$ cat src/design/frame_silence_classifier_top_macros.svh
// Assertion macros shared by the frame silence classifier RTL.
`ifndef FRAME_SILENCE_CLASSIFIER_TOP_MACROS_SVH
`define FRAME_SILENCE_CLASSIFIER_TOP_MACROS_SVH

// Check a consequent in the same cycle as its antecedent.
`define FSC_ASSERT_SAME(lbl, clk, rst, ante, cons, msg) \
   lbl: assert property (@(posedge clk) disable iff (rst) (ante) |-> (cons)) else $error(msg);

// Check a consequent in the cycle after its antecedent.
`define FSC_ASSERT_NEXT(lbl, clk, rst, ante, cons, msg) \
   lbl: assert property (@(posedge clk) disable iff (rst) (ante) |=> (cons)) else $error(msg);

`endif

$ cat src/design/fsc_ram.sv
// Generic single-write, single-read RAM with registered, read-first output.
module fsc_ram #(
   parameter int WIDTH = 8,
   parameter int DEPTH = 16,
   localparam int AW   = (DEPTH > 1) ? $clog2(DEPTH) : 1
) (
   input  logic             clock,
   input  logic             we,
   input  logic [AW-1:0]    waddr,
   input  logic [WIDTH-1:0] wdata,
   input  logic             re,
   input  logic [AW-1:0]    raddr,
   output logic [WIDTH-1:0] rdata
);

   logic [WIDTH-1:0] mem [DEPTH];

   // Write and read on the same edge; a read of the written entry returns old data
   always_ff @(posedge clock) begin
      if (we) begin
         mem[waddr] <= wdata;
      end
      if (re) begin
         rdata <= mem[raddr];
      end
   end

endmodule

$ cat config.mk
export PLATFORM = sky130hd
export DESIGN_NAME = fsc_ram
export DESIGN_NICKNAME = d
export VERILOG_FILES = /design/src/design/frame_silence_classifier_top_macros.svh /design/src/design/fsc_ram.sv
export SDC_FILE = /design/constraint.sdc
export NUM_CORES = 1
export LEC_CHECK = 0
export BUFFER_PORTS_ARGS = -buffer_cell sky130_fd_sc_hd__buf_4
export CAP_MARGIN = 20
export CORE_MARGIN = 1.5
export CORE_UTILIZATION = 58
export DETAILED_ROUTE_END_ITERATION = 6
export MAX_ROUTING_LAYER = met4
export PLACE_DENSITY = 0.85
export SLEW_MARGIN = 10
export SYNTH_ARGS = -nofsm -noshare
export SYNTH_HDL_FRONTEND = slang
export SYNTH_SLANG_ARGS = --single-unit
$ cat constraint.sdc
create_clock -name clock -period 1.9 [get_ports clock]
set_input_delay 0.095 -clock clock [delete_from_list [all_inputs] [get_ports clock]]
set_output_delay 0.095 -clock clock [all_outputs]
set_load 0.005 [all_outputs]
==> impl_metrics.toml, run 1 <==
[logic_synthesis]
synth-seq-cells = 136
synth_cell_type_count = 18
synthCells = 229
netlist.area_leader.share_pct = 78.12
yosys.area.top_type = "edfxtp_1"
synth-seq-area-share_pct = 78.12
synth_fp_nets = 248
synthesis.area_um2 = 5228
synth_warnings = 0
synth_area_leaders = "edfxtp_1 (78%), mux4_2 (7.8%), mux4_1 (7.0%)"
syn_area_per_cell_um2 = 22.83

[timing]
slew_headroom_pct = 49.29
timing.final.crit_share_pct = 80.94
min_period_ns = 1.538
hold_viol = 0
setup_viol = 0
rsz0062_at_grt = "false"
slew_viol_final = 0
layout_setup_ws_ns = 0.3621
finalSetupTns_ns = 0
tightest_slew_ns = 0.7591
finClkSkew_ns = 0.007843
fmax_mhz = 650.2

[drt]
wl_per_cell_um = 24.43
antenna_left = 0
drc_errors = 0
vias = 2646
vias_per_cell = 6.330
drtIter0Drc = 348
drt_first_pass_iters = 7
wirelength_mm = 10.21

[placed_design]
place_hpwl_mm = 6.016
place.gp.congestion = 0.7729
post-place-ws_ns = 0.1541
portBuffers = 26

[global_route]
grt_pass1_wl_mm = 15.89
grt_pass1_vias = 2818
grt_overflow = 0
antenna_found_initial = 0
grt_use_total_pct = 24.27
grt_max_degree = 33

[pwr]
pwr-share-seq_pct = 48.3
power_density_nw_per_um2 = 1106
total_power_mw = 7.041
power.share.switching_pct = 20.89
ir_drop_uv = 673.5
p_int_mw = 5.570
comb_power_share_pct = 4.8
clkPwrFrac_pct = 46.9
p_leak_nw = 2.189
p_sw_mw = 1.471

[job]
drv_cap = 0

[clock_network]
cts_root_buf = "clkbuf_8"
numCtsBuffers = 17
cts_tree = "yes"
cts_resized = 0
clkTransAtPathRegs_ns = 0.06
clock_path_buffers = 2
clock-sinks = 136
clock_latency_ns = 0.52
htreeDepth = 4

[setup_path]
critPathKind = "reg -> reg"
arrival_ns = 1.81
critPathMaxStageDelay_ns = 0.52
crit_chain = "mux4_1 -> a22oi_1 -> nand2_1"
startpoint_type = "flip-flop"
crit_fanout = 1
end_kind = "flip-flop"
crit_slowest_cell = "mux4_1"
required_ns = 2.17

[floorplanning]
rows = 34
initial_core_util_pct = 59.94
die_w_um = 97.94
dieArea_um2 = 9591
coreArea_um2 = 8721
die_h_um = 97.94
pin_count = 27

[layout]
drive_gt1_share_pct = 31.94
areaGrowthSynthToFinish_pct = 21.76
num-nets-final = 316
final_cell_mix = "edfxtp_1 (136), buf_4 (47), mux4_2 (18), a22oi_1 (16), clkbuf_16 (16)"
diodes = 0
final_common_cell = "edfxtp_1"

[min_path]
holdCritPathClass = "in -> reg"

[run_status]
status = "complete, no violations"
[logic make-up after synthesis]
kind of cell           after synthesis  share of synthesized area, %
DFF                                136                         78.12
and+or+nand+nor                     35                         3.136
muxes                               32                         14.79
AOI/OAI and AO/OA                   16                         2.298
buffers and inverters               10                         1.651
[sequential cells by signal, summed over array words and instances, names as in the netlist]
| signal | flops |
|---|---|
| rdata | 8 |
| mem | 128 |
[cell type report]
cell class	instances	area (um2)
well taps	108	135.1
clock inverters	15	191.4
flip-flops and latches	136	4084
multi-input cells	83	1057
fillers	452	2356
clock buffers	17	414.1
repair buffers	59	483.0
[cells in the mapped netlist]
cell type          n
and2_1             1
nand3b_1           2
edfxtp_1         136
buf_4              1
mux4_2            18
nand2_1            9
buf_2              3
mux4_1            14
nor3_1             4
and2b_1            1
nand3_1            1
nand2b_1           2
a22oi_1           16
clkdlybuf4s25_2    3
or3b_2             1
nor2b_1            1
buf_6              3
nor2_1            13
[stage by stage]
step / hold WS [ns] / cells / util [%] / cell area, um2
6_report: 0.08291 / 418 / 72.98 / 6365
5_1_grt: 0.07959 / 418 / 72.98 / 6365
4_1_cts: 0.04853 / 418 / 72.98 / 6365
3_5_place_dp: 0.4084 / 375 / 64.78 / 5649
3_3_place_gp: 0.3990 / 375 / 64.78 / 5649
2_1_floorplan: 0.1939 / 229 / - / 5228
[power by group through the flow]
| stage | clock, mW | sequential, mW | combinational [mW] |
|---|---|---|---|
| after detailed placement | 0 | 3.46 | 0.318 |
| after CTS | 3.33 | 3.40 | 0.341 |
| after floorplan | 0 | 3.46 | 0.171 |
| after global placement | 0 | 3.46 | 0.306 |
| after global routing | 3.46 | 3.40 | 0.366 |
| final | 3.30 | 3.40 | 0.341 |
[path summary, 6_finish.rpt]
| path | start | slack, ns | depth (start not counted) | end |
|---|---|---|---|---|
| min | waddr[2] | 0.08 | 3 | mem[1][4] |
| max reg2reg | mem[1][3] | 0.36 | 3 | rdata[3] |
| min reg2reg | mem[12][4] | 0.76 | 3 | rdata[4] |
| max | mem[1][3] | 0.36 | 3 | rdata[3] |
[routing by layer]
layer,global-route usage (%),vias to the layer above,share of wire [%]
met5,-,-,0
met4,10.55,0,2.4
met3,8.017,21,7.3
met2,36.02,158,49
met1,31.11,1346,41
li1,-,1121,-
[critical path, delay by kind of cell, from the launching register on]
kind	cells	cell delay (ns)
muxes	1	0.52
DFF	1	0.39
AOI/OAI and AO/OA	1	0.30
and+or+nand+nor	1	0.09
[repair_timing]
item	in CTS	in global routing
hold buffers	11	0
hold endpoints to repair	138	0
buffers inserted	0	0
Power figures use the tool's default switching activity.
==> inputs of run 2 (changes only) <==
--- a/config.mk
+++ b/config.mk
@@ -5,13 +5,14 @@
 export SDC_FILE = /design/constraint.sdc
 export NUM_CORES = 1
 export LEC_CHECK = 0
+export ABC_AREA = 1
 export BUFFER_PORTS_ARGS = -buffer_cell sky130_fd_sc_hd__buf_4
 export CAP_MARGIN = 20
 export CORE_MARGIN = 1.5
-export CORE_UTILIZATION = 58
+export CORE_UTILIZATION = 55
 export DETAILED_ROUTE_END_ITERATION = 6
 export MAX_ROUTING_LAYER = met4
-export PLACE_DENSITY = 0.85
+export PLACE_DENSITY = 0.84
 export SLEW_MARGIN = 10
 export SYNTH_ARGS = -nofsm -noshare
 export SYNTH_HDL_FRONTEND = slang
==> constraint.sdc (replaced) <==
create_clock -name clock -period 1.4 [get_ports clock]
set_input_delay 0.07 -clock clock [delete_from_list [all_inputs] [get_ports clock]]
set_output_delay 0.07 -clock clock [all_outputs]
set_load 0.005 [all_outputs]
==> run 2 against run 1 <==
Total power is 29% higher; global-route usage is 0.73 points higher; sequential power is 36% higher; wire length is 26% higher; synthesized cell count is 140% higher; setup slack worse by 0.15 ns; cell area is 8.3% higher; non-clock buffer count is 2 higher; first-iteration DRC count is 39% higher; hold slack better by 0.076 ns; clock-buffer cell count is 4 higher; critical endpoint is now rdata[1]; largest power group unchanged.
==> impl_metrics.toml, run 2 <==
[drt]
wl_per_cell_um = 17.01
wirelength_mm = 12.85
vias = 4051
drc_errors = 0
drtIter0Drc = 482
antenna_left = 0
vias_per_cell = 5.366
drt_first_pass_iters = 5

[global_route]
grt_pass1_vias = 4070
antenna_found_initial = 0
grt_overflow = 0
grt_pass1_wl_mm = 20.14
grt_max_degree = 33
grt_use_total_pct = 24.99

[logic_synthesis]
yosys.area.top_type = "edfxtp_1"
syn_area_per_cell_um2 = 10.61
synth_edf_count = 136
synth_area_leaders = "edfxtp_1 (70%), nand2_1 (11%), nand3_1 (8.3%)"
synth_warnings = 0
synth_top_family_by_area = "simple AND/OR/NAND/NOR gates"
synth_fp_nets = 570
async_reset_ff_share_pct = 0
netlist.area_leader.share_pct = 69.85
synth.area.mux_share_pct = 0
synthAdderAreaFrac_pct = 0
synthesis.area_um2 = 5847
synth_compound_area_share_pct = 0
synth-xor-area-share_pct = 0
synth_cell_type_count = 11
synth-seq-area-share_pct = 69.85
synth_most_common_cell = "nand2_1"
synth-seq-cells = 136
ys.flop_type = "edfxtp_1"
yosys-top-cells-count = "nand2_1 (173), edfxtp_1 (136), inv_1 (100), nand3_1 (97), nor2_1 (17)"
synthCells = 551
yosys.area_share.simple_pct = 20.76

[setup_path]
crit_slowest_cell = "edfxtp_1"
cpMostUsedCell = "nand3_1"
arrival_ns = 1.44
critPathMaxStageDelay_ns = 0.36
startpoint_type = "flip-flop"
path_buf_inv = 1
crit_fanout = 1
crit_cells = 6
critPathKind = "reg -> reg"
crit_chain = "inv_1 -> nand2_1 -> nand3_1 -> nand3_1 -> nand3_1 -> nand2_1"
rr_worst_depth = 6
end_kind = "flip-flop"
critical-path-top-delay-family = "simple AND/OR/NAND/NOR gates"
required_ns = 1.66
r2r_setup_slack_ns = 0.21

[floorplanning]
rows = 37
die_h_um = 106.1
coreArea_um2 = 10320
initial_core_util_pct = 56.64
die_w_um = 106.1
pin_count = 27
dieArea_um2 = 11260

[layout]
largest_register_ffs = 128
post-route-util_pct = 66.78
max_flop_register = "mem"
num-nets-final = 626
reg_top3 = "mem (128), rdata (8)"
final_cell_mix = "nand2_1 (173), edfxtp_1 (136), inv_1 (100), nand3_1 (97), buf_4 (47)"
diodes = 0
areaGrowthSynthToFinish_pct = 17.91
drive_gt1_share_pct = 12.60
final_common_cell = "nand2_1"

[clock_network]
cts_tree = "yes"
cts_resized = 0
numCtsBuffers = 17
post_cts_buffers = 0
clock_latency_ns = 0.51
clock_path_buffers = 2
clock-sinks = 136
cts_root_buf = "clkbuf_8"
clkTransAtPathRegs_ns = 0.06
htreeDepth = 4
cts_hold_buf = 10

[timing]
finClkSkew_ns = 0.009297
slew_viol_final = 0
finalSetupTns_ns = 0
setup_viol = 0
rsz0062_at_grt = "false"
slew_headroom_pct = 73.60
hold_viol = 0
tightest_slew_ns = 0.3961
timing.final.crit_share_pct = 84.90
min_period_ns = 1.189
fmax_mhz = 841.3

[pwr]
power_density_nw_per_um2 = 1318
ir_drop_uv = 874.8
p_leak_nw = 2.988

[placed_design]
portBuffers = 26
place_hpwl_mm = 7.743
place.gp.congestion = 0.8600

[run_status]
status = "complete, no violations"

[job]
drv_cap = 0

[min_path]
holdCritPathClass = "in -> reg"
whs_path_depth = 6
==> run 2: logic make-up (layout without fill, tap and decap cells) <==
group,Yosys count,count (layout)
buf+inv,126,194
flops,136,136
simple gates,289,289
==> run 2: worst register-to-register path, delay by kind of cell (launching register included) <==
kind / cells / cell delay, ns
simple gates: 5 / 0.51
buf+inv: 1 / 0.06
flops: 1 / 0.36
==> run 2: path summary, 6_finish.rpt <==
check / start / endpoint
worst min register to register: mem[10][2] / rdata[2]
worst min-delay path: raddr[2] / rdata[4]
worst max register to register: mem[7][1] / rdata[1]
worst max-delay path: mem[7][1] / rdata[1]
==> run 2: area by class of cell <==
| cell class | instances | area [um2] |
|---|---|---|
| Clock inverter | 10 | 81.33 |
| Tap cell | 136 | 170.2 |
| Sequential cell | 136 | 4084 |
| Timing Repair Buffer | 61 | 533.0 |
| Inverter | 102 | 382.9 |
| Fill cell | 704 | 3430 |
| Clock buffer | 21 | 429.2 |
| Multi-Input combinational cell | 289 | 1214 |
==> run 2: stage by stage <==
step / cells / instance area (um2) / hold WS (ns) / worst slack (ns) / power [mW]
after floorplan: 551 / 5847 / 0.1689 / 0.3792 / 5.016
after global placement: 714 / 6284 / 0.3570 / 0.1847 / 5.251
after detailed placement: 714 / 6284 / 0.3668 / 0.1642 / 5.280
after CTS: 755 / 6894 / 0.1553 / 0.2261 / 9.081
after global routing: 755 / 6894 / 0.1713 / 0.1739 / 9.356
final: 755 / 6894 / 0.1591 / 0.2114 / 9.086
==> run 2: power breakdown <==
part	internal, mW	total (mW)	switching, mW
combinational	0.220	0.620	0.400
sequential	4.59	4.61	0.0254
clock	2.32	3.85	1.54
total	7.12	9.09	1.96
==> run 2: metal layers <==
metal	part of all wire (%)	global-route usage (%)	up-vias
met1	37	29.88	1880
met3	9.5	5.518	44
met5	0	-	-
met4	2.8	11.20	0
met2	51	40.92	237
li1	-	-	1890
==> inputs of run 3 (changes only) <==
==> constraint.sdc (replaced) <==
create_clock -name clock -period 1.02 [get_ports clock]
set_input_delay 0.051 -clock clock [delete_from_list [all_inputs] [get_ports clock]]
set_output_delay 0.051 -clock clock [all_outputs]
set_load 0.005 [all_outputs]
==> run 3 against run 2 <==
The flow now finishes with violations (setup timing); highest routed layer unchanged; setup slack got worse by 0.33 ns; critical path type unchanged; clock-buffer cell count decreased by 4; fmax increased by 4.2%; hold slack got worse by 0.032 ns; via count increased by 1.3%; critical endpoint is now rdata[4]; sequential power increased by 38%; global-route usage increased by 2.4 points; wire length increased by 8.3%.
==> impl_metrics.toml, run 3 (same netlist as run 2, synthesis figures left out) <==
[min_path]
min_to = "mem[0][3]"
holdCritPathClass = "in -> reg"
min-delay-start = "we"
whs_path_depth = 4

[global_route]
grt_util_met1_pct = 33.93
grt_pass1_wl_mm = 21.66
use_met3_pct = 6.806
grt_max_degree = 33
grt_overflow = 0
grt_use_total_pct = 27.42
antenna_found_initial = 0
grt_pass1_vias = 4096
use_met2_pct = 43.18
gr-max-usage-layer = "met2"

[timing]
hold_ws_ns = 0.1269
finClkSkew_ns = 0.009514
rsz0062_at_grt = "true"
slew_headroom_pct = 56.06
tightest_slew_ns = 0.6582
timing.final.crit_share_pct = 111.8
setup_viol = 16
hold_viol = 0
slew_viol_final = 0
min_period_ns = 1.140
fmax_mhz = 876.9
layout_setup_ws_ns = -0.1204

[drt]
vias = 4105
drt_first_pass_iters = 5
antenna_left = 0
drtIter0Drc = 520
wirelength_mm = 13.92
drc_errors = 0
vias_per_cell = 5.437
wl_per_cell_um = 18.43

[clock_network]
cts_tree = "yes"
clock_path_buffers = 2
numCtsBuffers = 17
clock_latency_ns = 0.52
cts_root_buf = "clkbuf_8"
htreeDepth = 4
clkTransAtPathRegs_ns = 0.06
clock-sinks = 136

[floorplanning]
rows = 37
die_w_um = 106.1
initial_core_util_pct = 56.64
coreArea_um2 = 10320
pin_count = 27
die_h_um = 106.1
dieArea_um2 = 11260

[setup_path]
rr_worst_depth = 6
critPathMaxStageDelay_ns = 0.38
end_kind = "flip-flop"
reg2reg_from = "mem[5][4]"
arrival_ns = 1.40
critPathKind = "reg -> reg"
crit_fanout = 1
r2r_setup_slack_ns = -0.12
startpoint_type = "flip-flop"
crit_slowest_cell = "edfxtp_1"
required_ns = 1.28
r2r-end = "rdata[4]"
crit_chain = "inv_1 -> nand2_1 -> nand3_1 -> nand3_2 -> nand3_2 -> nand2_1"

[placed_design]
placed_cell_area_um2 = 6276
place_hpwl_mm = 8.017
place.gp.congestion = 0.8553
portBuffers = 26

[layout]
num-nets-final = 625
largest_register_ffs = 128
drive_gt1_share_pct = 19.39
fillers = 679
max_flop_register = "mem"
areaGrowthSynthToFinish_pct = 22.96
final_cell_area_um2 = 7189
final_cell_mix = "nand2_1 (171), edfxtp_1 (136), inv_1 (99), nand3_1 (60), buf_4 (43)"
diodes = 0
final_common_cell = "nand2_1"
reg_top3 = "mem (128), rdata (8)"

[pwr]
power_density_nw_per_um2 = 1873
ir_drop_uv = 1670
total_power_mw = 13.46
p_leak_nw = 3.106

[job]
drv_cap = 0

[run_status]
status = "complete, but fails checks"
violations = "setup timing"
## run 3: changes by cell type in the layout (fill, tap and decap cells not counted), moves of 3 or more
cell,before,now
buf_4,47,43
buf_6,0,3
bufinv_16,1,4
clkbuf_1,4,0
nand3_1,97,60
nand3_2,0,35
## run 3: repair_timing
| action | 4_1_cts | 5_1_grt |
|---|---|---|
| pin swaps | 27 | 18 |
| buffers inserted | 0 | 0 |
| resized for setup | 32 | 13 |
| setup endpoints to repair | 16 | 16 |
| endpoints found under the hold margin | 144 | 0 |
| hold buffers | 10 | 0 |
## run 3: worst max path at each step
stage               cells after the start        from        end
finish                                  6   mem[5][4]   rdata[4]
global route                            6  mem[13][3]   rdata[3]
CTS                                     1    rdata[0]   rdata[0]
detailed placement                      6    raddr[1]   rdata[1]
global placement                        6    raddr[1]   rdata[3]
floorplan                               2    waddr[3]  mem[4][0]
## run 3: routing by layer
metal | wire, um | vias up | share of wire, %
li1 | - | 1893 | -
met5 | 0 | - | 0
met3 | 1324 | 37 | 9.5
met4 | 540 | 0 | 3.9
met1 | 5174 | 1938 | 37
met2 | 6877 | 237 | 49
## run 3: through the flow
| step | std cells | worst slack, ns | util, % | setup TNS [ns] |
|---|---|---|---|---|
| detailed placement | 713 | -0.3033 | 60.79 | -4.080 |
| floorplan | 551 | 0.01816 | - | 0 |
| finish | 755 | -0.1204 | 69.64 | -1.308 |
| global placement | 713 | -0.2710 | 60.79 | -2.158 |
| CTS | 755 | -0.1273 | 69.02 | -1.263 |
| global route | 755 | -0.1568 | 69.64 | -1.920 |
## run 3: power by group
group | leakage (nW) | switching, mW | internal [mW]
Combinational | 1.58 | 0.609 | 0.333
Clock | 0.288 | 2.26 | 3.93
Sequential | 1.24 | 0.0399 | 6.30
## run 3: final cells by class
| type | instances | area (um2) | share of cell area, % |
|---|---|---|---|
| Timing Repair Buffer | 60 | 536.8 | 7.466 |
| Clock inverter | 15 | 182.7 | 2.541 |
| Multi-Input combinational cell | 289 | 1419 | 19.74 |
| Clock buffer | 17 | 414.1 | 5.761 |
| Tap cell | 136 | 170.2 | 2.367 |
| Inverter | 102 | 382.9 | 5.325 |
| Sequential cell | 136 | 4084 | 56.80 |
## run 3: worst max-delay path: cells and delay by family (launching register included)
kind / cells / cell delay [ns]
flops: 1 / 0.38
buf+inv: 1 / 0.08
simple gates: 5 / 0.43
